--- src/r2m_pkg.sv ---
`default_nettype none
package r2m_pkg;

  // Field widths fixed by the interface.
  localparam int WID_W  = 13;  // image_width
  localparam int HGT_W  = 16;  // image_height, row counter
  localparam int POS_W  = 14;  // bytes_per_line, byte position, packed count
  localparam int CS_W   = 6;   // color_space
  localparam int PIX3_W = 13;  // pixel index in rgb mode (position / 3)
  localparam int CFG_W  = 16;  // configuration write data
  localparam int CIDX_W = 3;   // configuration register index
  localparam int CNT_W  = 7;   // results of one beat, up to 64
  localparam int HEX_W  = 7;   // ASCII character

  localparam int R2M_MAX_WIDTH = 4096;
  localparam int R2M_MAX_PAD   = 64;

  // Configuration register indexes.
  localparam logic [CIDX_W-1:0] CFG_IMAGE_WIDTH    = 3'd0;
  localparam logic [CIDX_W-1:0] CFG_IMAGE_HEIGHT   = 3'd1;
  localparam logic [CIDX_W-1:0] CFG_DEPTH_MODE     = 3'd2;
  localparam logic [CIDX_W-1:0] CFG_BYTES_PER_LINE = 3'd3;
  localparam logic [CIDX_W-1:0] CFG_COLOR_SPACE    = 3'd4;

  // Colorspace codes in which white is the high value.
  localparam logic [CS_W-1:0] CS_W_CODE    = 6'd0;
  localparam logic [CS_W-1:0] CS_SW_CODE   = 6'd18;
  localparam logic [CS_W-1:0] CS_SRGB_CODE = 6'd19;

  // Luma in units of 1/1000.
  localparam int LUMA_W = 18;
  localparam logic [LUMA_W-1:0] LUMA_RED   = 18'd299;
  localparam logic [LUMA_W-1:0] LUMA_GREEN = 18'd587;
  localparam logic [LUMA_W-1:0] LUMA_BLUE  = 18'd114;
  localparam logic [LUMA_W-1:0] LUMA_THR   = 18'd128000;

  localparam logic [7:0] PAD_WHITE = 8'hFF;

  typedef enum logic [1:0] {
    DEPTH_ONE_BIT = 2'd0,
    DEPTH_GRAY    = 2'd1,
    DEPTH_RGB     = 2'd2,
    DEPTH_NONE    = 2'd3
  } depth_mode_t;

  typedef struct packed {
    logic [WID_W-1:0] image_width;
    logic [HGT_W-1:0] image_height;
    depth_mode_t      depth_mode;
    logic [POS_W-1:0] bytes_per_line;
    logic [CS_W-1:0]  color_space;
  } cfg_t;

  // Results caused by one input beat: up to three distinct byte values
  // (data, first pad, remaining pads) and the flags of the final result.
  typedef struct packed {
    logic [CNT_W-1:0] cnt;
    logic [7:0]       b0;
    logic [7:0]       b1;
    logic [7:0]       b2;
    logic             fin_row;
    logic             fin_label;
    logic             trunc;
  } job_t;

  function automatic logic [HEX_W-1:0] hex_digit(input logic [3:0] n);
    logic [HEX_W-1:0] ext;
    ext = {3'b000, n};
    return (n < 4'd10) ? (7'h30 + ext) : (7'h37 + ext);
  endfunction

endpackage
`default_nettype wire

--- src/raster_to_mono_hex_top.sv ---
// Raster to 1-bit packer with ASCII hex digits.
// Input channel: one raster byte per beat (in_valid / in_stall), rows of
// bytes_per_line bytes. Result channel: one packed byte per beat with its two
// uppercase hex characters and row, label and truncation flags.
// Configuration: cfg_we writes cfg_wdata into the register chosen by cfg_index
// (0 width, 1 height, 2 depth mode, 3 bytes per line, 4 colorspace); write it
// only while no beat is in flight.
// Latency: a packed byte appears on the result channel in the cycle after the
// input beat that completes it. Throughput is one input beat per cycle while
// each beat yields at most one result and the receiver does not stall.
// A beat that ends a short row also yields the row's padding: up to
// MAX_PAD_RESULTS results, one per cycle from the result register unless the
// receiver stalls, and in_stall stays high until the last of them is leaving.
// A receiver stall holds the current result; in_stall then rises as soon as
// the result register cannot take the next beat.
// Reset restores the register defaults and clears the row position, pixel
// accumulator and row counter; nothing is pending afterwards.
`default_nettype none
module raster_to_mono_hex_top
  import r2m_pkg::*;
#(
  parameter int MAX_WIDTH       = R2M_MAX_WIDTH,
  parameter int MAX_PAD_RESULTS = R2M_MAX_PAD
) (
  input  wire logic              clk,
  input  wire logic              rst_n,
  input  wire logic              cfg_we,
  input  wire logic [CIDX_W-1:0] cfg_index,
  input  wire logic [CFG_W-1:0]  cfg_wdata,
  input  wire logic              in_valid,
  output logic                   in_stall,
  input  wire logic [7:0]        in_source_byte,
  output logic                   out_valid,
  input  wire logic              out_stall,
  output logic [7:0]             out_mono_byte,
  output logic [HEX_W-1:0]       out_hex_high,
  output logic [HEX_W-1:0]       out_hex_low,
  output logic                   out_last_of_row,
  output logic                   out_last_of_label,
  output logic                   out_pad_truncated
);

  cfg_t cfg_r;
  job_t job;
  logic can_load;
  logic take;

  always_ff @(posedge clk) begin
    if (!rst_n) begin
      cfg_r.image_width    <= 13'd1;
      cfg_r.image_height   <= 16'd1;
      cfg_r.depth_mode     <= DEPTH_ONE_BIT;
      cfg_r.bytes_per_line <= 14'd1;
      cfg_r.color_space    <= '0;
    end else if (cfg_we) begin
      case (cfg_index)
        CFG_IMAGE_WIDTH:    cfg_r.image_width    <= cfg_wdata[WID_W-1:0];
        CFG_IMAGE_HEIGHT:   cfg_r.image_height   <= cfg_wdata[HGT_W-1:0];
        CFG_DEPTH_MODE:     cfg_r.depth_mode     <= depth_mode_t'(cfg_wdata[1:0]);
        CFG_BYTES_PER_LINE: cfg_r.bytes_per_line <= cfg_wdata[POS_W-1:0];
        CFG_COLOR_SPACE:    cfg_r.color_space    <= cfg_wdata[CS_W-1:0];
        default: begin
        end
      endcase
    end
  end

  assign in_stall = !can_load;
  assign take     = in_valid && can_load;

  r2m_core #(
    .MAX_WIDTH       (MAX_WIDTH),
    .MAX_PAD_RESULTS (MAX_PAD_RESULTS)
  ) u_core (
    .clk         (clk),
    .rst_n       (rst_n),
    .cfg         (cfg_r),
    .take        (take),
    .source_byte (in_source_byte),
    .job         (job)
  );

  r2m_emit #(
    .MAX_PAD_RESULTS (MAX_PAD_RESULTS)
  ) u_emit (
    .clk               (clk),
    .rst_n             (rst_n),
    .job               (job),
    .take              (take),
    .can_load          (can_load),
    .out_valid         (out_valid),
    .out_stall         (out_stall),
    .out_mono_byte     (out_mono_byte),
    .out_hex_high      (out_hex_high),
    .out_hex_low       (out_hex_low),
    .out_last_of_row   (out_last_of_row),
    .out_last_of_label (out_last_of_label),
    .out_pad_truncated (out_pad_truncated)
  );

endmodule
`default_nettype wire

--- src/r2m_core.sv ---
`default_nettype none
module r2m_core
  import r2m_pkg::*;
#(
  parameter int MAX_WIDTH       = R2M_MAX_WIDTH,
  parameter int MAX_PAD_RESULTS = R2M_MAX_PAD
) (
  input  wire logic       clk,
  input  wire logic       rst_n,
  input  wire cfg_t       cfg,
  input  wire logic       take,
  input  wire logic [7:0] source_byte,
  output job_t            job
);

  localparam int WMAX = (1 << WID_W) - 1;
  localparam int WCAP = (MAX_WIDTH < WMAX) ? MAX_WIDTH : WMAX;
  localparam logic [WID_W-1:0] WCAP_V  = WID_W'(WCAP);
  localparam logic [CNT_W-1:0] PAD_LIM = CNT_W'(MAX_PAD_RESULTS);

  localparam logic [1:0] CH_RED   = 2'd0;
  localparam logic [1:0] CH_GREEN = 2'd1;
  localparam logic [1:0] CH_BLUE  = 2'd2;

  logic [POS_W-1:0]  pos_r, pos_nxt;
  logic [POS_W-1:0]  pc_r, pc_nxt;
  logic [7:0]        acc_r, acc_nxt;
  logic [7:0]        red_r, red_nxt;
  logic [7:0]        green_r, green_nxt;
  logic [1:0]        chan_r, chan_nxt;
  logic [PIX3_W-1:0] pix3_r, pix3_nxt;
  logic [HGT_W-1:0]  row_r, row_nxt;

  logic [WID_W-1:0]  w;
  logic [POS_W-1:0]  w_ext;
  logic [POS_W-1:0]  bpr;
  logic [POS_W-1:0]  bpl;
  logic [HGT_W-1:0]  hgt;
  logic              label_end;
  logic              row_end;
  logic              wh;
  logic [7:0]        pad_byte;
  logic [LUMA_W-1:0] luma;
  logic              gray_dark;
  logic              rgb_dark;

  logic              pix_en;
  logic [POS_W-1:0]  pix_idx;
  logic              pix_dark;
  logic              in_row;
  logic [7:0]        acc_set;
  logic              pix_emit;

  logic              has_data;
  logic [7:0]        data_byte;
  logic [7:0]        acc_after;
  logic [POS_W-1:0]  pc_after;
  logic [POS_W-1:0]  remaining;
  logic [CNT_W-1:0]  limit;
  logic              trunc;
  logic [CNT_W-1:0]  pad_n;
  logic [7:0]        pad_first;

  assign w     = (cfg.image_width > WCAP_V) ? WCAP_V : cfg.image_width;
  assign w_ext = POS_W'(w);
  assign bpr   = (w_ext + 14'd7) >> 3;
  assign bpl   = (cfg.bytes_per_line == '0) ? 14'd1 : cfg.bytes_per_line;
  assign hgt   = (cfg.image_height == '0) ? 16'd1 : cfg.image_height;

  assign label_end = ({1'b0, row_r} + 17'd1) >= {1'b0, hgt};
  assign row_end   = ({1'b0, pos_r} + 15'd1) >= {1'b0, bpl};

  assign wh = (cfg.color_space == CS_W_CODE) || (cfg.color_space == CS_SW_CODE) ||
              (cfg.color_space == CS_SRGB_CODE);
  assign pad_byte = (cfg.depth_mode == DEPTH_ONE_BIT && wh) ? PAD_WHITE : 8'h00;

  // Red and green are held as they arrive; the whole luma is formed in the
  // blue beat so a mode change mid-row still uses the latest held channels.
  assign luma      = LUMA_RED * LUMA_W'(red_r) + LUMA_GREEN * LUMA_W'(green_r) +
                     LUMA_BLUE * LUMA_W'(source_byte);
  assign gray_dark = source_byte[7] ^ wh;
  assign rgb_dark  = (luma >= LUMA_THR) ^ wh;

  always_comb begin
    pix_en   = 1'b0;
    pix_idx  = pos_r;
    pix_dark = 1'b0;
    case (cfg.depth_mode)
      DEPTH_GRAY: begin
        pix_en   = 1'b1;
        pix_idx  = pos_r;
        pix_dark = gray_dark;
      end
      DEPTH_RGB: begin
        pix_en   = (chan_r == CH_BLUE);
        pix_idx  = POS_W'(pix3_r);
        pix_dark = rgb_dark;
      end
      default: begin
        pix_en = 1'b0;
      end
    endcase
  end

  assign in_row   = pix_en && (pix_idx < w_ext);
  assign acc_set  = acc_r | ((in_row && pix_dark) ? (8'h80 >> pix_idx[2:0]) : 8'h00);
  assign pix_emit = in_row && ((pix_idx[2:0] == 3'd7) || (pix_idx + 14'd1 == w_ext));

  always_comb begin
    has_data  = 1'b0;
    data_byte = acc_set;
    acc_after = acc_r;
    case (cfg.depth_mode)
      DEPTH_ONE_BIT: begin
        has_data  = pos_r < bpr;
        data_byte = source_byte ^ pad_byte;
        acc_after = acc_r;
      end
      DEPTH_GRAY, DEPTH_RGB: begin
        has_data  = pix_emit;
        data_byte = acc_set;
        acc_after = pix_emit ? 8'h00 : acc_set;
      end
      default: begin
        has_data  = 1'b0;
        acc_after = acc_r;
      end
    endcase
  end

  assign pc_after  = pc_r + POS_W'(has_data);
  assign remaining = (pc_after < bpr) ? (bpr - pc_after) : '0;
  assign limit     = PAD_LIM - CNT_W'(has_data);
  assign trunc     = row_end && (remaining > POS_W'(limit));
  assign pad_n     = !row_end ? '0 : (trunc ? limit : CNT_W'(remaining));
  assign pad_first = acc_after | pad_byte;

  assign job.cnt       = CNT_W'(has_data) + pad_n;
  assign job.b0        = has_data ? data_byte : pad_first;
  assign job.b1        = has_data ? pad_first : pad_byte;
  assign job.b2        = pad_byte;
  assign job.fin_row   = (pad_n != '0) || (pc_after == bpr);
  assign job.fin_label = job.fin_row && label_end;
  assign job.trunc     = trunc;

  always_comb begin
    pos_nxt   = pos_r + 14'd1;
    pc_nxt    = pc_after;
    acc_nxt   = acc_after;
    red_nxt   = red_r;
    green_nxt = green_r;
    chan_nxt  = (chan_r == CH_BLUE) ? CH_RED : (chan_r + 2'd1);
    pix3_nxt  = pix3_r + PIX3_W'(chan_r == CH_BLUE);
    row_nxt   = row_r;
    if (cfg.depth_mode == DEPTH_RGB && chan_r == CH_RED) begin
      red_nxt = source_byte;
    end
    if (cfg.depth_mode == DEPTH_RGB && chan_r == CH_GREEN) begin
      green_nxt = source_byte;
    end
    if (row_end) begin
      pos_nxt   = '0;
      pc_nxt    = '0;
      acc_nxt   = '0;
      red_nxt   = '0;
      green_nxt = '0;
      chan_nxt  = CH_RED;
      pix3_nxt  = '0;
      row_nxt   = label_end ? '0 : (row_r + 16'd1);
    end
  end

  always_ff @(posedge clk) begin
    if (!rst_n) begin
      pos_r   <= '0;
      pc_r    <= '0;
      acc_r   <= '0;
      red_r   <= '0;
      green_r <= '0;
      chan_r  <= CH_RED;
      pix3_r  <= '0;
      row_r   <= '0;
    end else if (take) begin
      pos_r   <= pos_nxt;
      pc_r    <= pc_nxt;
      acc_r   <= acc_nxt;
      red_r   <= red_nxt;
      green_r <= green_nxt;
      chan_r  <= chan_nxt;
      pix3_r  <= pix3_nxt;
      row_r   <= row_nxt;
    end
  end

endmodule
`default_nettype wire

--- src/r2m_emit.sv ---
`default_nettype none
module r2m_emit
  import r2m_pkg::*;
#(
  parameter int MAX_PAD_RESULTS = R2M_MAX_PAD
) (
  input  wire logic             clk,
  input  wire logic             rst_n,
  input  wire job_t             job,
  input  wire logic             take,
  output logic                  can_load,
  output logic                  out_valid,
  input  wire logic             out_stall,
  output logic [7:0]            out_mono_byte,
  output logic [HEX_W-1:0]      out_hex_high,
  output logic [HEX_W-1:0]      out_hex_low,
  output logic                  out_last_of_row,
  output logic                  out_last_of_label,
  output logic                  out_pad_truncated
);

  logic [CNT_W-1:0] cnt_r, cnt_nxt;
  logic [7:0]       b0_r, b1_r, b2_r;
  logic             fin_row_r, fin_label_r, trunc_r;
  logic             out_fire;
  logic             final_beat;

  assign out_valid  = (cnt_r != '0);
  assign out_fire   = out_valid && !out_stall;
  assign final_beat = (cnt_r == 7'd1);
  // A new beat may enter while the last result of the previous one leaves.
  assign can_load   = (cnt_r == '0) || (final_beat && !out_stall);

  always_comb begin
    cnt_nxt = cnt_r;
    if (take) begin
      cnt_nxt = job.cnt;
    end else if (out_fire) begin
      cnt_nxt = cnt_r - 7'd1;
    end
  end

  always_ff @(posedge clk) begin
    if (!rst_n) begin
      cnt_r <= '0;
    end else begin
      cnt_r <= cnt_nxt;
    end
  end

  always_ff @(posedge clk) begin
    if (take) begin
      b0_r        <= job.b0;
      b1_r        <= job.b1;
      b2_r        <= job.b2;
      fin_row_r   <= job.fin_row;
      fin_label_r <= job.fin_label;
      trunc_r     <= job.trunc;
    end else if (out_fire) begin
      b0_r <= b1_r;
      b1_r <= b2_r;
    end
  end

  assign out_mono_byte     = b0_r;
  assign out_hex_high      = hex_digit(b0_r[7:4]);
  assign out_hex_low       = hex_digit(b0_r[3:0]);
  assign out_last_of_row   = final_beat && fin_row_r;
  assign out_last_of_label = final_beat && fin_label_r;
  assign out_pad_truncated = trunc_r;

  a_cnt_bound: assert property (@(posedge clk) disable iff (!rst_n)
    cnt_r <= CNT_W'(MAX_PAD_RESULTS))
    else $error("result count exceeds the per-beat limit");

  a_label_in_row: assert property (@(posedge clk) disable iff (!rst_n)
    out_valid |-> (!out_last_of_label || out_last_of_row))
    else $error("label end without row end");

  a_drain: assert property (@(posedge clk) disable iff (!rst_n)
    (out_fire && cnt_r > 7'd1) |=> (cnt_r == $past(cnt_r) - 7'd1))
    else $error("new beat loaded while padding was still draining");

  a_trunc_same: assert property (@(posedge clk) disable iff (!rst_n)
    (out_fire && cnt_r > 7'd1) |=> (out_pad_truncated == $past(out_pad_truncated)))
    else $error("truncation flag changed within one beat's results");

  a_trunc_end: assert property (@(posedge clk) disable iff (!rst_n)
    (out_valid && out_pad_truncated && final_beat) |-> out_last_of_row)
    else $error("truncated padding did not close the row");

endmodule
`default_nettype wire
--- config.mk ---
export PLATFORM = sky130hd
export DESIGN_NAME = raster_to_mono_hex_top
export DESIGN_NICKNAME = d
export VERILOG_FILES = /design/src/r2m_pkg.sv /design/src/raster_to_mono_hex_top.sv /design/src/r2m_core.sv /design/src/r2m_emit.sv
export SDC_FILE = /design/constraint.sdc
export NUM_CORES = 1
export LEC_CHECK = 0
export ABC_AREA = 1
export BUFFER_PORTS_ARGS = -buffer_cell sky130_fd_sc_hd__buf_2
export CAP_MARGIN = 40
export CORE_MARGIN = 2
export CORE_UTILIZATION = 60
export DETAILED_ROUTE_END_ITERATION = 16
export GPL_TIMING_DRIVEN = 0
export PLACE_DENSITY = 0.78
export SYNTH_ARGS = -nofsm -noshare
export SYNTH_HDL_FRONTEND = slang
export SYNTH_SLANG_ARGS = --single-unit
--- constraint.sdc ---
create_clock -name clk -period 8.3 [get_ports clk]
set_input_delay 0 -clock clk [delete_from_list [all_inputs] [get_ports clk]]
set_output_delay 0 -clock clk [all_outputs]
set_load 0.01 [all_outputs]
# --- Word level (Yosys, flattened, before mapping) ---
# Cells that the tools add are included.
totals:
  reg_bits: 168
  in_bits: 32
  output_inout_bits: 27
op_classes:
  add_sub_neg: 19
  n_mul: 3
  order_cmp: 10
  n_eq_ne: 14
  shift: 1
  mux: 36
  bitwise: 5
  n_reduce_logical: 41
op_table:
  columns: ["cell", "n"]
  rows:
  - ["$mux W8", 16]
  - ["$mux W14", 5]
  - ["$mux W7", 6]
  - ["$mux W16", 2]
  - ["$add A14 B1 Y14 const B", 2]
  - ["$add A6 B4 Y7 const A", 4]
  - ["$lt A14 B11 Y1", 2]
  - ["$mux W13", 2]
  - ["$add A17 B18 Y18", 1]
  - ["$add A18 B15 Y18", 1]
  - ["$ge A18 B17 Y1 const B", 1]
  - ["$mul A10 B8 Y18 const A", 1]
  - ["$add A16 B1 Y17 const B", 1]
  - ["$ge A17 B16 Y1", 1]
  - ["$mul A9 B8 Y17 const A", 1]
  - ["$add A16 B1 Y16 const B", 1]
  - ["$logic_not A16 Y1", 1]
  - ["$or A8 B8 Y8", 2]
  - ["$reduce_and A2 Y1", 8]
  - ["$add A14 B1 Y15 const B", 1]
  - ["$ge A15 B14 Y1", 1]
  - ["$add A13 B3 Y14 const B", 1]
  - ["$add A14 B1 Y14", 1]
  - ["$eq A14 B11 Y1", 1]
  - ["35 further kinds", 66]

# --- Logic depth before layout (Yosys ltp) ---
depth:
  ltp_word: 17
  ltp_mapped: 60

# --- By module ---
# From an unflattened synthesis, not the netlist that was laid out.
unflattened:
  hier_cells: 2229
  area_unflattened_um2: 15796.4
by_module_without_submodules:
  columns: ["mod", "instances", "cells_per_inst", "area_per_inst_um2", "seq_area_each_um2"]
  rows:
  - ["r2m_core", 1, 1713, 11901.4, 1661.6]
  - ["raster_to_mono_hex_top", 1, 310, 2133.3, 1021.0]
  - ["r2m_emit", 1, 206, 1761.7, 950.9]

# --- Worst setup path before layout ---
# No wires, ideal clock.
synth_path:
  path_kind: "flip-flop to flip-flop"
  from: "register cfg_r[50] (netlist bit)"
  to: "register u_emit.cnt_r[6]"
  setup_ns: 0.068
  t_arrival_ns: 6.812
  required_ns: 8.232
  slack_ns: 1.420
  path_stages_with_launch: 59
  synth_period_minus_slack_ns: 6.880
  cell_sequence: "dfxtp_1 > buf_2 > nor2_1 > nand3_1 > nor2_1 > nand4_1 > inv_1 > nand2_1 > nand2_1 > ha_1 > nand2_1 > nor2_1 > a211oi_1 > nand2_1 > a21oi_1 > nand2_1 > nand2_1 > nand2_1 > [... 23 more ...] > nand3_1 > o211ai_1 > nand2_1 > a21oi_1 > nor2_1 > nand2_1 > nand3_4 > inv_4 > nand3_4 > nand2_1 > ha_1 > ha_1 > nand2_1 > nor2_4 > nand2_2 > nand3_2 > nand3_2 > a21oi_2"
synth_lines:
  columns: ["item", "line", "rtl"]
  rows:
  - ["start: declaration", "raster_to_mono_hex_top.sv:43", "cfg_t cfg_r;"]
  - ["end signal: assignment", "r2m_emit.sv:47", "cnt_r <= cnt_nxt;"]
  - ["end: declaration", "r2m_emit.sv:22", "logic [CNT_W-1:0] cnt_r, cnt_nxt;"]

==> metrics.md <==
| Metric | Value |
|---|---|
| Port Buffers | slightly below 60 |
| Drt initial violations | 857 |
| Dominant cells by area after synthesis | dfxtp_1 (19%), ha_1 (16%), nand2_1 (9.8%) |
| Starting Density | between 60% and 70% |
| Reg clk slew, reported paths | about 0.070 ns |
| Drt pass-1 iters | 6 |
| Routed Antenna Nets | 0 |
| Slowest stage delay, CP | 0.37 ns |
| HPWL Detailed | 30.6 mm |
| Drt total wl | just under 40 mm |
| Die Height | approximately 160 um |
| Peak supply drop | approximately 0.22 mV |
| Worst-Margin Slew | ~0.88 ns |
| Tot GR Track Use | 29.9% |
| Worst Path Arrival | roughly 8.1 ns |
| GPL Wtd Cong | slightly below 1 |
| Design Power | 0.00338 W |
| Min Hold Slack | ~0.040 ns |
| Mapped Cells | 2057 |
| Vias in the first global route | ~13000 |
| Pleak | between 8 and 9 nW |
| Hold Crit Class | primary input to flip-flop |
| Met1 Use GR | between 30% and 40% |
| Worst r2r path cells | between 50 and 60 |
| Share of cells above drive strength 1 | under 10% |
| Met3 Use GR | 4.14% |
| Std-Cell Rows | between 50 and 60 |
| Drt wl/cell | 15.4 um |
| Post-Place Cells | about 2400 |
| CTS tree | yes |
| Pwr dens | a little over 200 nW/um2 |
| # DRC | 0 |
| Worst Path Required | around 8.7 ns |
| CTS H-tree depth | 4 |
| MaxCap Viol Count | 0 |
| Unique masters post-synth | between 60 and 70 |
| R2r setup slk | roughly 0.57 ns |
| Warnings, synthesis | 0 |
| Post-synth EDFFs | 20 |
| Clk Latency, worst-skew pair | 0.44 ns |
| Setup CP Type | flip-flop to flip-flop |
| Syn Std Cell Area | approximately 15000 um2 |
| Busiest grt layer | met2 |
| Layout Cells excl Fill | between 2000 and 3000 |
| Total gr overflow | 0 |
| Cell taking the most area after synthesis | dfxtp_1 |
| Die X | about 160 um |
| DR vias/cell | around 5.5 |
| Register area share after synthesis | a little under a quarter |
| Setup TNS | 0 ns |
| Diodes inserted | 0 |
| Final Max Slew Viols | 0 |
| Syn-to-layout area delta | 11.4% |
| Maximum buffer depth of the clock tree | 2 |
| CP endpoint kind | flip-flop |
| Startpoint types | flip-flop |
| Slew headroom | approximately two fifths |
| Final Hold Viols | 0 |
| Sink Count | approximately 160 |
| Slowest CP cell | dfxtp_1 |
| Post-Syn Nets | around 2400 |
| Critical path peak fanout | 11 |
| Fin crit share | between 90% and 100% |
| Largest net degree at the start of global routing | 17 |
| Synth Register Bits | approximately 160 |
| Die area | about 26000 um2 |
| Final Skew | ~0.016 ns |
| Initial antenna violation count | 0 |
| Core area | approximately 24000 um2 |
| First-pass GRT wire length | between 60 and 70 mm |
| I/O pin total | 59 |
| Final setup fails | 0 |
| Met2 usage | between 50% and 60% |
| Fmax | between 100 and 150 MHz |
| Via count | approximately 14000 |
| Final net count | 2464 |
| Top FF cell, synth | dfxtp_1 |
| Fin crit period | about 7.7 ns |
| CTS Buf Count | 17 |
| Root buffer cell | clkbuf_16 |
| Fraction of registers with async set/reset | 0% |
| Outcome | finished clean |
| Avg Cell Area, Syn | about 7.3 um2 |
| Post-synth top area share | between 10% and 20% |
| Hold path depth | 6 |
[worst max-delay path, delay by kind of cell (launching register included)]
| kind | cells | cell delay, ns |
|---|---|---|
| AO/OA/AOI/OAI | 8 | 1.15 |
| XOR/XNOR | 1 | 0.21 |
| adder cells (fa/ha/maj) | 9 | 2.16 |
| buffers and inverters | 8 | 0.89 |
| flip-flops | 1 | 0.37 |
| AND/OR/NAND/NOR | 27 | 2.86 |
[cells by family after synthesis]
family,Yosys count,share of synthesized area (%)
AO/OA/AOI/OAI,346,12.7
XOR/XNOR,76,4.58
adder cells (fa/ha/maj),268,26.0
buffers and inverters,416,10.7
flip-flops,161,22.8
other,2,0.0501
AND/OR/NAND/NOR,788,23.1
[report_power, final]
group          switching (W)  total (W)  internal (W)
Clock               0.000351   0.000818      0.000466
Sequential         0.0000687   0.000984      0.000915
Combinational        0.00104    0.00158      0.000543
[cells in the mapped netlist (6+ instances only)]
library cell,count
nand2_1,393
inv_1,359
ha_1,195
nor2_1,181
a21oi_1,179
dfxtp_1,141
o21ai_0,104
nand3_1,93
fa_1,73
xor2_1,56
clkbuf_1,38
nand4_1,37
edfxtp_1,20
xnor2_1,18
nor3_1,17
nand2_2,13
nor4_1,13
o211ai_1,11
o21ai_1,10
nor2_2,8
o21ai_2,6
[final timing paths]
kind | startpoint | to
worst max-delay path | cfg_r[20]$_SDFFE_PN0P_ | u_emit.cnt_r[6]$_SDFFE_PN0P_
worst min-delay path | cfg_index[2] | cfg_r[6]$_SDFFE_PN1P_
worst max register to register | cfg_r[20]$_SDFFE_PN0P_ | u_emit.cnt_r[6]$_SDFFE_PN0P_
worst min register to register | u_core.acc_r[3]$_SDFFE_PN0P_ | u_core.acc_r[3]$_SDFFE_PN0P_
[layout by cell type, fill, tap and decap left out, drive strengths merged, types with 11 or more instances in the layout]
cell type / Yosys / layout
inv: 365 / 369
xor2: 57 / 57
edfxtp: 20 / 20
nor2: 193 / 193
a21oi: 181 / 181
dlygate4sd3: 0 / 21
fa: 73 / 73
o211ai: 11 / 11
clkinv: 5 / 11
ha: 195 / 195
nand2: 411 / 411
clkbuf: 38 / 57
nor3: 18 / 18
nand3: 99 / 99
nand4: 37 / 37
o21ai: 122 / 122
dfxtp: 141 / 141
buf: 8 / 75
xnor2: 18 / 18
nor4: 15 / 15
[what timing repair did]
item	in CTS	in global routing
endpoints found under the hold margin	49	0
setup buffers	0	8
endpoints found under the setup margin	0	9
hold buffers	21	0
resized for setup	0	30
[layout make-up]
| cell class | count | area, um2 |
|---|---|---|
| inverter | 370 | 1400 |
| timing repair buffer | 88 | 572 |
| fill | 2062 | 7700 |
| clock buffer | 19 | 454 |
| sequential | 161 | 3420 |
| multi-input combinational | 1480 | 10100 |
| buffer | 46 | 203 |
| clock inverter | 13 | 148 |
| tap | 324 | 405 |
[layer usage]
| layer | vias up | part of all wire [%] |
|---|---|---|
| li1 | 6848 | - |
| met1 | 6480 | 44 |
| met2 | 445 | 46 |
| met3 | 87 | 6.2 |
| met4 | 0 | 3.0 |
| met5 | - | 0 |
[stage by stage]
stage,worst slack [ns],utilization [%],instance area [um2]
finish,0.573,68.4,16700
global route,-0.0978,68.4,16700
CTS,0.0598,67.7,16500
detailed placement,0.0931,64.3,15700
global placement,0.210,64.3,15700
floorplan,1.42,-,15000
[state kept, by name, indices dropped and copies added (netlist names), 2 cells and up]
name                  flops
cfg_r                    51
u_core.row_r             16
u_core.pc_r              14
u_core.pos_r             14
u_core.pix3_r            13
u_core.acc_r              8
u_core.green_r            8
u_core.red_r              8
u_emit.b1_r               8
u_emit.out_mono_byte      8
u_emit.cnt_r              7
u_core.chan_r             2
No activity file was read; power rests on OpenSTA's default activity.
